### src/design/pts_pkg.sv
`timescale 1ns / 1ps
`default_nettype none

package pts_pkg;

    localparam int MAX_DIM    = 4096;
    localparam int MAX_TILES  = 64;
    localparam int POS_W      = $clog2(MAX_DIM);
    localparam int DIM_W      = POS_W + 1;
    localparam int CAP_W      = $clog2(MAX_TILES) + 1;
    localparam int NUM_W      = $clog2(MAX_TILES);
    localparam int TOT_W      = 2 * POS_W + 1;
    localparam int CFG_IDX_W  = 2;
    localparam int DIV_CNT_W  = $clog2(POS_W + 1);

    typedef logic [CFG_IDX_W-1:0] cfg_idx_t;
    localparam cfg_idx_t CFG_FIELD_COLS    = 2'd0;
    localparam cfg_idx_t CFG_FIELD_ROWS    = 2'd1;
    localparam cfg_idx_t CFG_TILE_CAPACITY = 2'd2;

    typedef struct packed {
        logic [POS_W-1:0] patch_x0;
        logic [POS_W-1:0] patch_y0;
        logic [DIM_W-1:0] patch_cols;
        logic [DIM_W-1:0] patch_rows;
        logic [DIM_W-1:0] tile_cols_req;
        logic [DIM_W-1:0] tile_rows_req;
    } patch_in_t;

    typedef struct packed {
        logic             tile_valid;
        logic [POS_W-1:0] tile_x;
        logic [POS_W-1:0] tile_y;
        logic [DIM_W-1:0] tile_cols;
        logic [DIM_W-1:0] tile_rows;
        logic             covers_full_rows;
        logic             is_full_field;
        logic             touches_edge;
        logic [NUM_W-1:0] tile_number;
        logic [TOT_W-1:0] total_tiles;
        logic             last;
    } tile_out_t;

    typedef enum logic [2:0] {
        ST_IDLE,
        ST_PREP,
        ST_DIV_COLS,
        ST_DIV_ROWS,
        ST_MUL,
        ST_SIZE,
        ST_EMIT,
        ST_SINGLE
    } state_t;

    typedef struct packed {
        logic capture;
        logic div_start;
        logic div_rows;
        logic store_across;
        logic store_down;
        logic mul;
        logic size;
        logic load_tile;
        logic load_single;
    } ctrl_cmd_t;

    typedef struct packed {
        logic patch_ok;
        logic div_done;
        logic emit_zero;
        logic tile_last;
        logic out_free;
    } dp_status_t;

endpackage

`default_nettype wire

### src/design/pts_div.sv
`timescale 1ns / 1ps
`default_nettype none

module pts_div (
    input  wire logic                    aclk,
    input  wire logic                    aresetn,
    input  wire logic                    start,
    input  wire logic [pts_pkg::POS_W-1:0] dividend,
    input  wire logic [pts_pkg::DIM_W-1:0] divisor,
    output logic                         done,
    output logic [pts_pkg::POS_W-1:0]    quotient
);
    import pts_pkg::*;

    logic [DIV_CNT_W-1:0] count_reg, count_next;
    logic                 done_reg, done_next;
    logic [DIM_W-1:0]     rem_reg, rem_next;
    logic [POS_W-1:0]     quo_reg, quo_next;
    logic [DIM_W-1:0]     dsr_reg, dsr_next;
    logic [DIM_W:0]       shifted;
    logic                 fits;

    // one restoring step per cycle
    always_comb begin
        shifted    = {rem_reg, quo_reg[POS_W-1]};
        fits       = shifted >= {1'b0, dsr_reg};
        count_next = count_reg;
        done_next  = 1'b0;
        rem_next   = rem_reg;
        quo_next   = quo_reg;
        dsr_next   = dsr_reg;
        if (start) begin
            count_next = DIV_CNT_W'(POS_W);
            rem_next   = '0;
            quo_next   = dividend;
            dsr_next   = divisor;
        end else if (count_reg != '0) begin
            rem_next   = fits ? DIM_W'(shifted - {1'b0, dsr_reg}) : shifted[DIM_W-1:0];
            quo_next   = {quo_reg[POS_W-2:0], fits};
            count_next = count_reg - DIV_CNT_W'(1);
            done_next  = (count_reg == DIV_CNT_W'(1));
        end
    end

    always_ff @(posedge aclk) begin
        if (!aresetn) begin
            count_reg <= '0;
            done_reg  <= 1'b0;
        end else begin
            count_reg <= count_next;
            done_reg  <= done_next;
        end
    end

    always_ff @(posedge aclk) begin
        rem_reg <= rem_next;
        quo_reg <= quo_next;
        dsr_reg <= dsr_next;
    end

    assign done     = done_reg;
    assign quotient = quo_reg;

endmodule

`default_nettype wire

### src/design/pts_datapath.sv
`timescale 1ns / 1ps
`default_nettype none

module pts_datapath (
    input  wire logic                       aclk,
    input  wire logic                       aresetn,
    input  wire pts_pkg::ctrl_cmd_t         cmd,
    output pts_pkg::dp_status_t             status,
    input  wire logic                       cfg_valid,
    input  wire pts_pkg::cfg_idx_t          cfg_index,
    input  wire logic [pts_pkg::DIM_W-1:0]  cfg_data,
    input  wire pts_pkg::patch_in_t         s_data,
    output logic                            m_valid,
    input  wire logic                       m_ready,
    output pts_pkg::tile_out_t              m_data
);
    import pts_pkg::*;

    logic [DIM_W-1:0] field_cols_reg, field_cols_next;
    logic [DIM_W-1:0] field_rows_reg, field_rows_next;
    logic [CAP_W-1:0] cap_reg, cap_next;
    logic             m_valid_reg, m_valid_next;

    patch_in_t        patch_reg;
    logic [DIM_W-1:0] tw_reg, th_reg;
    logic [DIM_W-1:0] across_reg, down_reg;
    logic [TOT_W-1:0] total_reg;
    logic [CAP_W-1:0] emit_reg;
    logic [DIM_W-1:0] off_col_reg, off_row_reg;
    logic [NUM_W-1:0] num_reg;
    tile_out_t        m_data_reg, m_data_next;

    logic [DIM_W-1:0] cfg_dim;
    logic             patch_ok;
    logic [DIM_W-1:0] tw_eff, th_eff;
    logic [POS_W-1:0] div_dividend;
    logic [DIM_W-1:0] div_divisor;
    logic             div_done;
    logic [POS_W-1:0] div_quo;
    logic [DIM_W-1:0] quo_plus;
    logic [TOT_W-1:0] prod;
    logic [CAP_W-1:0] cap_eff, emit_next;
    logic             out_free;
    logic [DIM_W-1:0] w_rem, h_rem, w_clip, h_clip;
    logic [DIM_W-1:0] x_full, y_full, x_end, y_end;
    logic [DIM_W:0]   col_adv, row_adv;
    logic             full_rows;

    // configuration, dimensions saturate at the field limit
    always_comb begin
        cfg_dim         = (cfg_data > DIM_W'(MAX_DIM)) ? DIM_W'(MAX_DIM) : cfg_data;
        field_cols_next = field_cols_reg;
        field_rows_next = field_rows_reg;
        cap_next        = cap_reg;
        if (cfg_valid) begin
            case (cfg_index)
                CFG_FIELD_COLS:    field_cols_next = cfg_dim;
                CFG_FIELD_ROWS:    field_rows_next = cfg_dim;
                CFG_TILE_CAPACITY: cap_next = cfg_data[CAP_W-1:0];
                default:           cap_next = cap_reg;
            endcase
        end
    end

    always_comb begin
        patch_ok = (field_cols_reg != '0) && (field_rows_reg != '0) &&
                   (patch_reg.patch_cols != '0) && (patch_reg.patch_rows != '0) &&
                   ({1'b0, patch_reg.patch_x0} < field_cols_reg) &&
                   ({1'b0, patch_reg.patch_y0} < field_rows_reg) &&
                   (patch_reg.patch_cols <= field_cols_reg - {1'b0, patch_reg.patch_x0}) &&
                   (patch_reg.patch_rows <= field_rows_reg - {1'b0, patch_reg.patch_y0});
        tw_eff = (patch_reg.tile_cols_req == '0 ||
                  patch_reg.tile_cols_req > patch_reg.patch_cols) ?
                 patch_reg.patch_cols : patch_reg.tile_cols_req;
        th_eff = (patch_reg.tile_rows_req == '0 ||
                  patch_reg.tile_rows_req > patch_reg.patch_rows) ?
                 patch_reg.patch_rows : patch_reg.tile_rows_req;
    end

    // ceil(n / t) as floor((n - 1) / t) + 1
    assign div_dividend = cmd.div_rows ? POS_W'(patch_reg.patch_rows - DIM_W'(1))
                                       : POS_W'(patch_reg.patch_cols - DIM_W'(1));
    assign div_divisor  = cmd.div_rows ? th_eff : tw_eff;
    assign quo_plus     = {1'b0, div_quo} + DIM_W'(1);

    pts_div u_div (
        .aclk     (aclk),
        .aresetn  (aresetn),
        .start    (cmd.div_start),
        .dividend (div_dividend),
        .divisor  (div_divisor),
        .done     (div_done),
        .quotient (div_quo)
    );

    // both factors are at most MAX_DIM, so the product fits the total width
    assign prod      = TOT_W'(across_reg) * TOT_W'(down_reg);
    assign cap_eff   = (cap_reg > CAP_W'(MAX_TILES)) ? CAP_W'(MAX_TILES) : cap_reg;
    assign emit_next = (total_reg < TOT_W'(cap_eff)) ? total_reg[CAP_W-1:0] : cap_eff;
    assign out_free  = !m_valid_reg || m_ready;

    // current tile geometry and flags
    always_comb begin
        w_rem     = patch_reg.patch_cols - off_col_reg;
        h_rem     = patch_reg.patch_rows - off_row_reg;
        w_clip    = (w_rem > tw_reg) ? tw_reg : w_rem;
        h_clip    = (h_rem > th_reg) ? th_reg : h_rem;
        x_full    = {1'b0, patch_reg.patch_x0} + off_col_reg;
        y_full    = {1'b0, patch_reg.patch_y0} + off_row_reg;
        x_end     = x_full + w_clip;
        y_end     = y_full + h_clip;
        col_adv   = {1'b0, off_col_reg} + {1'b0, tw_reg};
        row_adv   = {1'b0, off_row_reg} + {1'b0, th_reg};
        full_rows = (x_full == '0) && (w_clip == field_cols_reg);

        m_data_next = m_data_reg;
        if (cmd.load_tile) begin
            m_data_next.tile_valid       = 1'b1;
            m_data_next.tile_x           = x_full[POS_W-1:0];
            m_data_next.tile_y           = y_full[POS_W-1:0];
            m_data_next.tile_cols        = w_clip;
            m_data_next.tile_rows        = h_clip;
            m_data_next.covers_full_rows = full_rows;
            m_data_next.is_full_field    = full_rows && (y_full == '0) &&
                                           (h_clip == field_rows_reg);
            m_data_next.touches_edge     = (x_full == '0) || (y_full == '0) ||
                                           (x_end == field_cols_reg) ||
                                           (y_end == field_rows_reg);
            m_data_next.tile_number      = num_reg;
            m_data_next.total_tiles      = total_reg;
            m_data_next.last             = (CAP_W'(num_reg) + CAP_W'(1) == emit_reg);
        end else if (cmd.load_single) begin
            m_data_next             = '0;
            m_data_next.total_tiles = patch_ok ? total_reg : '0;
            m_data_next.last        = 1'b1;
        end
    end

    always_comb begin
        m_valid_next = m_valid_reg;
        if (cmd.load_tile || cmd.load_single) begin
            m_valid_next = 1'b1;
        end else if (m_ready) begin
            m_valid_next = 1'b0;
        end
    end

    always_ff @(posedge aclk) begin
        if (!aresetn) begin
            field_cols_reg <= DIM_W'(MAX_DIM);
            field_rows_reg <= DIM_W'(MAX_DIM);
            cap_reg        <= CAP_W'(MAX_TILES);
            m_valid_reg    <= 1'b0;
        end else begin
            field_cols_reg <= field_cols_next;
            field_rows_reg <= field_rows_next;
            cap_reg        <= cap_next;
            m_valid_reg    <= m_valid_next;
        end
    end

    always_ff @(posedge aclk) begin
        if (cmd.capture) begin
            patch_reg <= s_data;
        end
        if (cmd.div_start) begin
            tw_reg <= tw_eff;
            th_reg <= th_eff;
        end
        if (cmd.store_across) begin
            across_reg <= quo_plus;
        end
        if (cmd.store_down) begin
            down_reg <= quo_plus;
        end
        if (cmd.mul) begin
            total_reg <= prod;
        end
        if (cmd.size) begin
            emit_reg    <= emit_next;
            off_col_reg <= '0;
            off_row_reg <= '0;
            num_reg     <= '0;
        end else if (cmd.load_tile) begin
            num_reg <= num_reg + NUM_W'(1);
            if (col_adv >= {1'b0, patch_reg.patch_cols}) begin
                off_col_reg <= '0;
                off_row_reg <= row_adv[DIM_W-1:0];
            end else begin
                off_col_reg <= col_adv[DIM_W-1:0];
            end
        end
        m_data_reg <= m_data_next;
    end

    assign status.patch_ok  = patch_ok;
    assign status.div_done  = div_done;
    assign status.emit_zero = (emit_next == '0);
    assign status.tile_last = (CAP_W'(num_reg) + CAP_W'(1) == emit_reg);
    assign status.out_free  = out_free;

    assign m_valid = m_valid_reg;
    assign m_data  = m_data_reg;

endmodule

`default_nettype wire

### src/design/pts_ctrl.sv
`timescale 1ns / 1ps
`default_nettype none

module pts_ctrl (
    input  wire logic                aclk,
    input  wire logic                aresetn,
    input  wire logic                s_valid,
    output logic                     s_ready,
    input  wire pts_pkg::dp_status_t status,
    output pts_pkg::ctrl_cmd_t       cmd
);
    import pts_pkg::*;

    state_t state_reg, state_next;

    always_comb begin
        state_next = state_reg;
        case (state_reg)
            ST_IDLE:     if (s_valid) state_next = ST_PREP;
            ST_PREP:     state_next = status.patch_ok ? ST_DIV_COLS : ST_SINGLE;
            ST_DIV_COLS: if (status.div_done) state_next = ST_DIV_ROWS;
            ST_DIV_ROWS: if (status.div_done) state_next = ST_MUL;
            ST_MUL:      state_next = ST_SIZE;
            ST_SIZE:     state_next = status.emit_zero ? ST_SINGLE : ST_EMIT;
            ST_EMIT: begin
                if (status.out_free && status.tile_last) begin
                    state_next = ST_IDLE;
                end
            end
            ST_SINGLE:   if (status.out_free) state_next = ST_IDLE;
            default:     state_next = ST_IDLE;
        endcase
    end

    always_comb begin
        cmd     = '0;
        s_ready = 1'b0;
        case (state_reg)
            ST_IDLE: begin
                s_ready     = 1'b1;
                cmd.capture = s_valid;
            end
            ST_PREP: begin
                cmd.div_start = status.patch_ok;
            end
            ST_DIV_COLS: begin
                cmd.store_across = status.div_done;
                cmd.div_start    = status.div_done;
                cmd.div_rows     = 1'b1;
            end
            ST_DIV_ROWS: begin
                cmd.store_down = status.div_done;
            end
            ST_MUL: begin
                cmd.mul = 1'b1;
            end
            ST_SIZE: begin
                cmd.size = 1'b1;
            end
            ST_EMIT: begin
                cmd.load_tile = status.out_free;
            end
            ST_SINGLE: begin
                cmd.load_single = status.out_free;
            end
            default: begin
                cmd = '0;
            end
        endcase
    end

    always_ff @(posedge aclk) begin
        if (!aresetn) begin
            state_reg <= ST_IDLE;
        end else begin
            state_reg <= state_next;
        end
    end

endmodule

`default_nettype wire

### src/design/patch_tile_splitter_top.sv
// patch tile splitter: takes one patch request (corner, size, wanted tile size), checks it
// against the configured field and walks it in row-major tile order, one result per tile,
// edge tiles clipped, up to tile_capacity (max 64) results, each with the full tile count.
// an invalid patch or a zero capacity gives a single result with tile_valid low and last high.
// one request is in work at a time: setup is one capture, one check, two 12-step ceiling
// divisions on a shared divider, one multiply and one sizing step, then one tile per cycle
// while the result side keeps taking them; an invalid patch goes from the check straight to
// its single result. the next request is taken once the last result of the current one sits
// in the output register. configuration must be written only idle; the block does not check.
`timescale 1ns / 1ps
`default_nettype none

module patch_tile_splitter_top (
    input  wire logic                      aclk,
    input  wire logic                      aresetn,
    // patch requests
    input  wire logic                      s_valid,
    output logic                           s_ready,
    input  wire pts_pkg::patch_in_t        s_data,
    // tile results
    output logic                           m_valid,
    input  wire logic                      m_ready,
    output pts_pkg::tile_out_t             m_data,
    // register writes: 0 field_cols, 1 field_rows, 2 tile_capacity
    input  wire logic                      cfg_valid,
    output logic                           cfg_ready,
    input  wire pts_pkg::cfg_idx_t         cfg_index,
    input  wire logic [pts_pkg::DIM_W-1:0] cfg_data
);
    import pts_pkg::*;

    ctrl_cmd_t  cmd;
    dp_status_t status;

    // register writes are always accepted and go straight into the configuration registers
    assign cfg_ready = 1'b1;

    // sequencer: capture, check, divide, multiply, size, then the tile walk or a single result
    pts_ctrl u_ctrl (
        .aclk    (aclk),
        .aresetn (aresetn),
        .s_valid (s_valid),
        .s_ready (s_ready),
        .status  (status),
        .cmd     (cmd)
    );

    // field registers, tile counts, walk offsets and the output register
    pts_datapath u_datapath (
        .aclk      (aclk),
        .aresetn   (aresetn),
        .cmd       (cmd),
        .status    (status),
        .cfg_valid (cfg_valid),
        .cfg_index (cfg_index),
        .cfg_data  (cfg_data),
        .s_data    (s_data),
        .m_valid   (m_valid),
        .m_ready   (m_ready),
        .m_data    (m_data)
    );

endmodule

`default_nettype wire

### config.mk
export PLATFORM = sky130hd
export DESIGN_NAME = patch_tile_splitter_top
export DESIGN_NICKNAME = d
export VERILOG_FILES = /design/src/design/pts_pkg.sv /design/src/design/pts_div.sv /design/src/design/pts_datapath.sv /design/src/design/pts_ctrl.sv /design/src/design/patch_tile_splitter_top.sv
export SDC_FILE = /design/constraint.sdc
export NUM_CORES = 1
export LEC_CHECK = 0
export BUFFER_PORTS_ARGS = -buffer_cell sky130_fd_sc_hd__buf_4
export CAP_MARGIN = 30
export CORE_UTILIZATION = 39
export DETAILED_ROUTE_END_ITERATION = 10
export PLACE_DENSITY = 0.68
export SLEW_MARGIN = 15
export SYNTH_ARGS = -nofsm -noshare
export SYNTH_HDL_FRONTEND = slang
export SYNTH_HIERARCHICAL = 1
export SYNTH_SLANG_ARGS = --single-unit
### constraint.sdc
create_clock -name aclk -period 7.08 [get_ports aclk]
set_input_delay 0.354 -clock aclk [delete_from_list [all_inputs] [get_ports aclk]]
set_output_delay 0.354 -clock aclk [all_outputs]
set_load 0.005 [all_outputs]
==> flow_metrics.tcl, run 1 <==
set metrics [dict create \
    ir_worst_vdd_uv 299 \
    routedWlPerCell_um 19.3 \
    hold_end "u_datapath/cap_reg[3]" \
    fin_util_pct 45.7 \
    seq_area_um2 9870 \
    grt_pass1_wl_um 128000 \
    synth_ff_type "edfxtp_1" \
    total_power_uw 14600 \
    n_antenna_cell 0 \
    status "finished clean" \
    setup_viol 0 \
    clk-insertion-delay-late_ns 0.59 \
    clockRootBuffer "clkbuf_16" \
    p_sw_uw 6490 \
    p_leak_uw 0.0146 \
    io_pins 185 \
    min_path_cells 3 \
    path_clk_slew_ns 0.06 \
    dp_hpwl_um 63700 \
    fmax_mhz 151 \
    grt.overflow.total 0 \
    die_x_um 277 \
    power_frac_clock_pct 15.4 \
    cts_tree "built" \
    p_sw_share_pct 44.5 \
    r2r_setup_slack_ns 0.45 \
    synth_area_per_cell_um2 9.80 \
    place_inst 4090 \
    firstDrtPassIters 6 \
    cts_inserted_buffers 42 \
    die_area_um2 76600 \
    fillers 7070 \
    routed_via_density 5.42 \
    regToRegStartpoint "u_datapath/patch_reg[40]" \
    p_int_uw 8100 \
    gp_congestion 0.958 \
    synth_fp_nets 3536 \
    synth-seq-cells 358 \
    endpoint_kind "register" \
    fin_crit_sh_pct 93.6 \
    cts.sinks 358 \
    antenna_found_initial 0 \
    multi_input_area_um2 18000 \
    hold_viol 0 \
    htree_levels 2 \
    totalWireLength_um 82000 \
    final_cells 4245 \
    clock_skew_ns 0.0228 \
    synth_cells 3005 \
    r2r-end "u_datapath/m_data[32]" \
    hold_class "input pin to register" \
    clockBufferDepth 3 \
    syn_area_um2 29400 \
    synth_edf_count 270 \
    power_density_nw_per_um2 428 \
    setup.worst_path.start_class "register" \
    pwr-share-seq_pct 23.0 \
    ys_seq_area_share_pct 33.5 \
    finalMaxSlewViolations 0 \
    vias 23000 \
    grt_max_degree 54 \
    first_iter_violations 1925 \
    port_buffers 183 \
    syn2layout_area_growth_pct 15.8 \
    ant_nets 0 \
    path_class "register to register" \
    nets 3774 \
    r2r_cells 24 \
    layout_min_cycle_time_ns 6.63 \
    ctsResizeCount 0 \
    setup_ws_ns 0.454 \
    rows 100 \
    floorplan.initialDensity_pct 39.5 \
    synth_cell_types 104 \
    track_usage_pct 21.2 \
    grt_pass1_vias 22700 \
    tightest_slew_ns 0.824 \
    dp_worst_setup_slack_ns 0.579 \
    coreArea_um2 74600 \
    path_max_fanout 7 \
    rsz0062_at_grt "false" \
    largest_register_ffs 86 \
    worstPathRequired_ns 7.50 \
    cp_data_arrival_time_ns 7.05 \
    async_flop_share_pct 0 \
    ys.warnings.count 6 \
    hp-start "cfg_data[3]" \
    layout-drive-gt1-share_pct 12.0 \
    die_h_um 277 \
    power_frac_comb_pct 61.6 \
    drcViolationCount 0 \
    setup_tns_ns 0 \
    drv_cap 0 \
    slew_headroom_pct 45.0 \
]
[routing by layer]
layer	part of all wire [%]	track usage (%)
met1	44	28.8
met2	46	35.1
met3	6.7	3.09
met4	2.6	5.94
met5	0	0
[worst max path at each step]
| stage | from | to | slack, ns | cells after the start |
|---|---|---|---|---|
| 4_1_cts | u_datapath/patch_reg[40] | u_datapath/m_data[32] | 0.54 | 24 |
| 3_5_place_dp | u_datapath/patch_reg[40] | u_datapath/m_data[32] | 0.58 | 24 |
| 2_1_floorplan | u_datapath/field_cols_reg[0] | u_datapath/u_div/quotient[0] | 0.53 | 27 |
| 5_1_grt | u_datapath/patch_reg[40] | u_datapath/m_data[32] | 0.05 | 26 |
| 6_report | u_datapath/patch_reg[40] | u_datapath/m_data[32] | 0.45 | 24 |
| 3_3_place_gp | u_datapath/off_col_reg[1] | u_datapath/m_data[32] | 0.68 | 25 |
[power groups by stage]
| stage | sequential, µW | clock (µW) | combinational (µW) |
|---|---|---|---|
| 6_report | 3360 | 2240 | 8980 |
| 4_1_cts | 3350 | 2300 | 8890 |
| 5_1_grt | 3400 | 2380 | 9980 |
| 2_1_floorplan | 3180 | 0 | 6900 |
| 3_3_place_gp | 3380 | 0 | 8730 |
| 3_5_place_dp | 3390 | 0 | 8770 |
[cell families (layout without fill, tap and decap cells)]
| group | Yosys count | after routing | share of synthesized area [%] |
|---|---|---|---|
| and+or+nand+nor | 928 | 928 | 16.4 |
| adders and majority gates | 435 | 435 | 21.8 |
| muxes | 100 | 100 | 3.63 |
| AOI/OAI and AO/OA | 549 | 549 | 12.6 |
| DFF | 358 | 358 | 33.5 |
| other | 1 | 1 | 0.0127 |
| buffers and inverters | 425 | 696 | 5.69 |
| xor gates and xnor gates | 209 | 209 | 6.36 |
[through the flow]
stage / instance area (µm²) / hold WS [ns]
6_report: 34100 / 0.0604
5_1_grt: 34100 / 0.0596
4_1_cts: 34100 / 0.0357
3_5_place_dp: 31900 / 0.461
3_3_place_gp: 31900 / 0.469
2_1_floorplan: 29400 / 0.433
[critical path: stages, from the launching register on]
cell	delay, ns
edfxtp_1	0.52
inv_1	0.16
fa_1	0.49
nor2b_1	0.22
o2111a_1	0.23
nor3b_1	0.07
xor2_1	0.32
inv_1	0.12
ha_1	0.32
nand4_1	0.25
or4_1	0.72
o31ai_2	0.14
nor2_1	0.07
a21oi_1	0.19
inv_1	0.11
fa_1	0.46
nand2b_1	0.18
a21oi_1	0.21
o211ai_1	0.16
a21o_1	0.19
a21oi_1	0.16
xor2_1	0.17
xnor3_1	0.22
or4_1	0.66
o221ai_1	0.12
[cell usage in the layout (no fill, tap or decap), drive strengths merged, types with 28 or more instances in the layout]
cell           n
inv          324
ha           304
nand2        271
edfxtp       270
buf          222
a21oi        152
and2         144
fa           131
xnor2        126
nor2         118
dfxtp         88
o21ai         87
xor2          80
nand3         77
dlygate4sd3   76
nor3          65
clkbuf        57
a21o          56
nor2b         54
mux2          52
mux2i         48
o21a          37
nor4          35
nand4         34
a21boi        28
[layout make-up]
class / instances / share of cell area, %
inverters: 321 / 3.54
flip-flops and latches: 358 / 28.9
multi-input cells: 2222 / 52.7
well taps: 969 / 3.56
clock buffers: 57 / 3.49
repair buffers: 298 / 7.15
clock inverters: 20 / 0.668
[Yosys cell counts (5+ instances only)]
| cell type | count | share of area, % |
|---|---|---|
| o22ai_1 | 9 | 0.19 |
| buf_2 | 7 | 0.12 |
| a2111oi_0 | 6 | 0.18 |
| a21oi_1 | 150 | 2.6 |
| o21bai_1 | 17 | 0.43 |
| xor2_1 | 80 | 2.4 |
| mux2i_1 | 47 | 1.6 |
| nand4_1 | 32 | 0.68 |
| mux2_2 | 52 | 2.0 |
| ha_1 | 304 | 13 |
| a31oi_1 | 24 | 0.51 |
| a21o_1 | 56 | 1.4 |
| dfxtp_1 | 88 | 6.0 |
| o2111ai_1 | 7 | 0.21 |
| buf_4 | 5 | 0.13 |
| nor3_1 | 64 | 1.1 |
| nand2b_1 | 24 | 0.51 |
| fa_1 | 131 | 8.9 |
| or2_2 | 12 | 0.26 |
| edfxtp_1 | 270 | 28 |
| xnor2_1 | 126 | 3.7 |
| and3_1 | 21 | 0.45 |
| nor4_1 | 31 | 0.66 |
| nand3_1 | 77 | 1.3 |
| nor3b_1 | 12 | 0.31 |
| nor2b_1 | 54 | 1.1 |
| a211oi_1 | 24 | 0.61 |
| a21boi_0 | 28 | 0.71 |
| and2_1 | 143 | 3.0 |
| o21a_1 | 37 | 0.94 |
| nand2_1 | 271 | 3.5 |
| nand3b_1 | 9 | 0.23 |
| buf_1 | 9 | 0.11 |
| or3_1 | 20 | 0.43 |
| o211ai_1 | 16 | 0.41 |
| o211a_1 | 5 | 0.17 |
| o21ai_0 | 84 | 1.4 |
| or4_1 | 9 | 0.23 |
| clkbuf_1 | 76 | 0.97 |
| inv_1 | 320 | 4.1 |
| nor2_1 | 118 | 1.5 |
| a211o_1 | 9 | 0.27 |
| o31ai_1 | 12 | 0.31 |
[repair_timing]
item,in CTS,in global routing
endpoints found under the hold margin,76,0
setup buffers,0,0
setup endpoints to repair,0,0
hold buffers,76,0
(Power assumes the default switching activity.)
==> run 2: changes to the inputs <==
Settings changed: CORE_MARGIN set to 3, CORE_UTILIZATION 39 to 37, PLACE_DENSITY 0.68 to 0.64.
Clock period 7.08 ns to 8.1 ns, I/O delays scaled along.
==> run 2 against run 1 <==
Against the previous run:
- sequential share of layout area grew 0.32 points
- clock-buffer cell count up 4
- sequential cell count is the same
- clock skew shrank 0.0010 ns
- routed wire length grew 0.22%
- maximum frequency shrank 2.7%
- combinational power is 13% lower
- die area increased by 8.4%
- hold slack worse by 0.035 ns
- global-route usage is 1.6 points lower
- final area down 1.1%
- clock power down 9.4%
- largest cell class unchanged
- largest power group unchanged
- highest routed layer is now met5
==> flow_metrics.tcl, run 2 (synthesis results as in run 1) <==
set metrics [dict create \
    routedWlPerCell_um 19.3 \
    syn2layout_area_growth_pct 14.5 \
    setup_ws_ns 1.29 \
    path_clk_slew_ns 0.06 \
    clockRootBuffer "clkbuf_16" \
    power_density_nw_per_um2 379 \
    routed_via_density 5.32 \
    cts.sinks 358 \
    final_common_cell "inv_1" \
    antenna_found_initial 5 \
    r2r_setup_slack_ns 1.29 \
    hp-start "s_data[43]" \
    ctsResizeCount 0 \
    rows 102 \
    hold_viol 0 \
    cp_slowest_cell "o21ai_2" \
    setup_tns_ns 0 \
    fin_crit_sh_pct 84.1 \
    fmax_mhz 147 \
    setup_viol 0 \
    cp_common_cell "a21oi_1" \
    die_h_um 288 \
    grt_pass1_vias 22000 \
    total_power_uw 12800 \
    clk-insertion-delay-late_ns 0.57 \
    floorplan.initialDensity_pct 37.7 \
    totalWireLength_um 82100 \
    gp_congestion 0.911 \
    cts_tree "built" \
    cts_inserted_buffers 42 \
    worstPathRequired_ns 8.50 \
    layout_common_cells "319 x inv_1, 304 x ha_1, 271 x nand2_1" \
    path_buf_inv 2 \
    grt_max_degree 69 \
    clock_skew_ns 0.0218 \
    place_inst 4142 \
    coreArea_um2 78100 \
    crit_family "compound AO/OA/AOI/OAI gates" \
    htree_levels 2 \
    ant_nets 0 \
    tightest_slew_ns 0.883 \
    io_pins 185 \
    cp_data_arrival_time_ns 7.21 \
    largest_register_ffs 86 \
    layout_min_cycle_time_ns 6.81 \
    first_iter_violations 1664 \
    drv_cap 0 \
    setup.worst_path.start_class "register" \
    firstDrtPassIters 5 \
    regToRegStartpoint "u_datapath/off_row_reg[1]" \
    hold_class "input pin to register" \
    p_leak_uw 0.0144 \
    path_class "register to register" \
    die_x_um 288 \
    rsz0062_at_grt "false" \
    dp_worst_setup_slack_ns 1.33 \
    dp_hpwl_um 64000 \
    port_buffers 183 \
    cp_slowest_stage_delay_ns 0.74 \
    endpoint_kind "register" \
    clockBufferDepth 3 \
    status "finished clean" \
    ir_worst_vdd_uv 259 \
    drcViolationCount 0 \
    grt.overflow.total 0 \
    hold_end "u_datapath/patch_reg[43]" \
    die_area_um2 83000 \
    slew_headroom_pct 41.1 \
    track_usage_pct 19.6 \
    grt_pass1_wl_um 127000 \
    final_cells 4259 \
    cp_num_cells 25 \
    finalMaxSlewViolations 0 \
    vias 22700 \
    nets 3714 \
    r2r_cells 25 \
    layout-drive-gt1-share_pct 11.8 \
    min_path_cells 1 \
    r2r-end "u_datapath/m_data[32]" \
    path_max_fanout 21 \
]
==> run 2: changes by cell type in the layout (fill, tap and decap cells not counted), moves of 2 or more <==
cell,previous run,this run
clkbuf_8,4,8
inv_6,3,1
diode_2,0,2
dlygate4sd3_1,76,34
buf_4,220,203
clkinv_1,4,2
clkinv_2,7,4
clkinvlp_4,1,5
==> run 2: area by class of cell <==
type                    instances  area (µm²)
multi-input cells            2222       18000
well taps                    1040        1300
fillers                      7599       44400
flip-flops and latches        358        9870
diodes                          2        5.00
inverters                     321        1210
clock buffers                  61        1270
clock inverters                17         228
repair buffers                238        1890
==> run 2: what timing repair did <==
item | 4_1_cts | 5_1_grt
hold buffers | 34 | 0
setup buffers | 0 | 0
hold endpoints to repair | 34 | 0
==> run 2: stage by stage <==
step / hold slack [ns] / cell area [µm²] / util, %
after detailed placement: 0.463 / 31800 / 40.8
after CTS: 0.0000555 / 33700 / 43.1
after floorplan: 0.433 / 29400 / -
after global placement: 0.463 / 31800 / 40.8
final: 0.0256 / 33700 / 43.2
after global routing: 0.00333 / 33700 / 43.2
==> run 2: routing by layer <==
layer	GRT usage (%)	wire length (µm)	up-vias
li1	-	-	10900
met1	26.5	36400	10900
met2	32.5	38300	684
met3	3.51	5600	96
met4	4.86	1790	2
met5	0	20	-
==> run 2: worst max path at each step <==
stage | from | end | slack (ns)
after floorplan | u_datapath/field_cols_reg[0] | u_datapath/u_div/quotient[0] | 0.77
after CTS | u_datapath/off_row_reg[1] | u_datapath/m_data[32] | 1.33
after global placement | u_datapath/off_row_reg[1] | u_datapath/m_data[32] | 1.49
after global routing | u_datapath/off_row_reg[1] | u_datapath/m_data[32] | 0.67
after detailed placement | u_datapath/off_row_reg[1] | u_datapath/m_data[32] | 1.33
final | u_datapath/off_row_reg[1] | u_datapath/m_data[32] | 1.29
==> run 2: worst reg2reg max path, delay by kind of cell (launching register included) <==
kind | cells | cell delay (ns)
simple gates | 5 | 0.93
compound gates | 15 | 4.11
fa+ha+maj | 3 | 0.94
flops | 1 | 0.43
buf+inv | 2 | 0.22
==> run 2: power breakdown <==
part | total, µW | internal (µW) | switching [µW]
combinational | 7770 | 3360 | 4400
clock | 2030 | 1250 | 787
sequential | 2960 | 2520 | 440
==> run 3: changes to the inputs <==
Settings changed: PLACE_DENSITY 0.64 to 0.66.
Clock period 8.1 ns to 5.8 ns, I/O delays scaled along.
==> run 3 against run 2 <==
Against the previous run:
- the flow now finishes with violations (setup timing)
- maximum frequency is 17% higher
- global-route usage is 0.58 points higher
- utilization is 3.1 points higher
- critical path type unchanged
- critical endpoint unchanged
==> flow_metrics.tcl, run 3 (synthesis results as in run 1) <==
set metrics [dict create \
    status "finished, violations left" \
    violations "setup timing" \
    totalWireLength_um 85800 \
    clock_skew_ns 0.0184 \
    routed_via_density 5.30 \
    hold_viol 0 \
    n_antenna_cell 0 \
    drv_cap 0 \
    p_int_uw 11100 \
    syn2layout_area_growth_pct 22.8 \
    layout_common_cells "405 x buf_4, 314 x inv_1, 295 x ha_1" \
    die_area_um2 83000 \
    dp_hpwl_um 66700 \
    stdcell_area_um2 36200 \
    floorplan.initialDensity_pct 37.7 \
    layout-drive-gt1-share_pct 19.1 \
    grt_pass1_vias 23100 \
    p_leak_uw 0.0157 \
    routedWlPerCell_um 19.0 \
    gp_congestion 0.923 \
    drcViolationCount 0 \
    cts.sinks 358 \
    tightest_slew_ns 0.869 \
    power_frac_comb_pct 66.2 \
    fillers 7345 \
    dp_worst_setup_slack_ns -0.213 \
    setup.worst_path.start_class "register" \
    hold_class "input pin to register" \
    nets 3970 \
    grt.overflow.total 0 \
    setup_ws_ns -0.0167 \
    port_buffers 183 \
    hold_ws_ns 0.0374 \
    cp_data_arrival_time_ns 6.21 \
    setup_viol 1 \
    dpl_cell_area_um2 33200 \
    cts_tree "built" \
    path_max_fanout 7 \
    fmax_mhz 172 \
    coreArea_um2 78100 \
    rsz0062_at_grt "true" \
    ir_worst_vdd_uv 373 \
    cts_inserted_buffers 41 \
    grt_pass1_wl_um 131000 \
    pwr-share-seq_pct 20.4 \
    clk-insertion-delay-late_ns 0.58 \
    first_iter_violations 1995 \
    p_sw_uw 8570 \
    vias 23900 \
    power_density_nw_per_um2 543 \
    slew_headroom_pct 42.1 \
    p_sw_share_pct 43.7 \
    ant_nets 0 \
    firstDrtPassIters 5 \
    grt_max_degree 54 \
    clockRootBuffer "clkbuf_16" \
    io_pins 185 \
    path_class "register to register" \
    path_clk_slew_ns 0.06 \
    die_x_um 288 \
    layout_min_cycle_time_ns 5.82 \
    track_usage_pct 20.2 \
    htree_levels 2 \
    clockBufferDepth 3 \
    final_common_cell "buf_4" \
    die_h_um 288 \
    power_frac_clock_pct 13.5 \
    largest_register_ffs 86 \
    rows 102 \
    fin_util_pct 46.3 \
    worstPathRequired_ns 6.20 \
    finalMaxSlewViolations 0 \
    endpoint_kind "register" \
    fin_crit_sh_pct 100 \
    antenna_found_initial 4 \
]
[run 3: final cells by class]
type                    count  area [µm²]  share of cell area [%]
clock buffers              52        1130                    3.12
clock inverters            23         216                   0.599
inverters                 321        1210                    3.34
multi-input cells        2222       18400                    50.9
flip-flops and latches    358        9870                    27.3
well taps                1040        1300                    3.60
repair buffers            495        4030                    11.1
[run 3: routing by layer]
metal	wire length, µm	GRT usage (%)
met1	37100	27.1
met3	6030	3.33
met4	2800	6.31
met2	39900	33.4
met5	13	0
[run 3: path summary, 6_finish.rpt]
check | start | endpoint | slack [ns] | depth (start not counted)
max reg2reg | u_datapath/patch_reg[27] | u_datapath/m_data[32] | -0.02 | 24
min reg2reg | u_datapath/u_div/rem_reg[8] | u_datapath/u_div/rem_reg[8] | 0.52 | 2
max | u_datapath/patch_reg[27] | u_datapath/m_data[32] | -0.02 | 24
min | cfg_data[2] | u_datapath/cap_reg[2] | 0.04 | 3
[run 3: through the flow]
stage	power (µW)	setup TNS [ns]	cells
2_1_floorplan	12500	0	3005
3_3_place_gp	15800	-0.00410	4306
3_5_place_dp	16000	-0.213	4309
4_1_cts	18900	0	4462
5_1_grt	21200	-0.306	4511
6_report	19600	-0.0167	4511
[run 3: power by group through the flow]
stage          sequential, µW  clock (µW)  combinational, µW
2_1_floorplan            3880           0               8600
3_3_place_gp             4040           0              11800
3_5_place_dp             4040           0              11900
4_1_cts                  3990        2710              12200
5_1_grt                  4050        2820              14300
6_report                 4000        2640              13000
[run 3: repair_timing]
item | 4_1_cts | 5_1_grt
cloned | 0 | 2
endpoints found under the setup margin | 1 | 86
pin swaps | 10 | 45
setup buffers | 2 | 46
hold buffers | 76 | 0
resized for setup | 19 | 65
endpoints found under the hold margin | 76 | 0
[run 3: worst max-delay path: stages (launching register included)]
cell	delay [ns]
edfxtp_1	0.40
ha_1	0.29
nor2b_4	0.13
o311a_1	0.36
o31a_1	0.32
o2111ai_2	0.24
o311ai_2	0.16
ha_1	0.40
nand4_4	0.11
or3_4	0.37
a21oi_4	0.16
o21ai_4	0.13
buf_6	0.15
a21oi_4	0.16
inv_2	0.06
ha_4	0.20
a21o_1	0.15
a21oi_2	0.16
nor2b_1	0.06
o21a_1	0.23
nor4_4	0.34
o41ai_2	0.14
or3_1	0.32
a2111o_1	0.41
o221ai_2	0.20
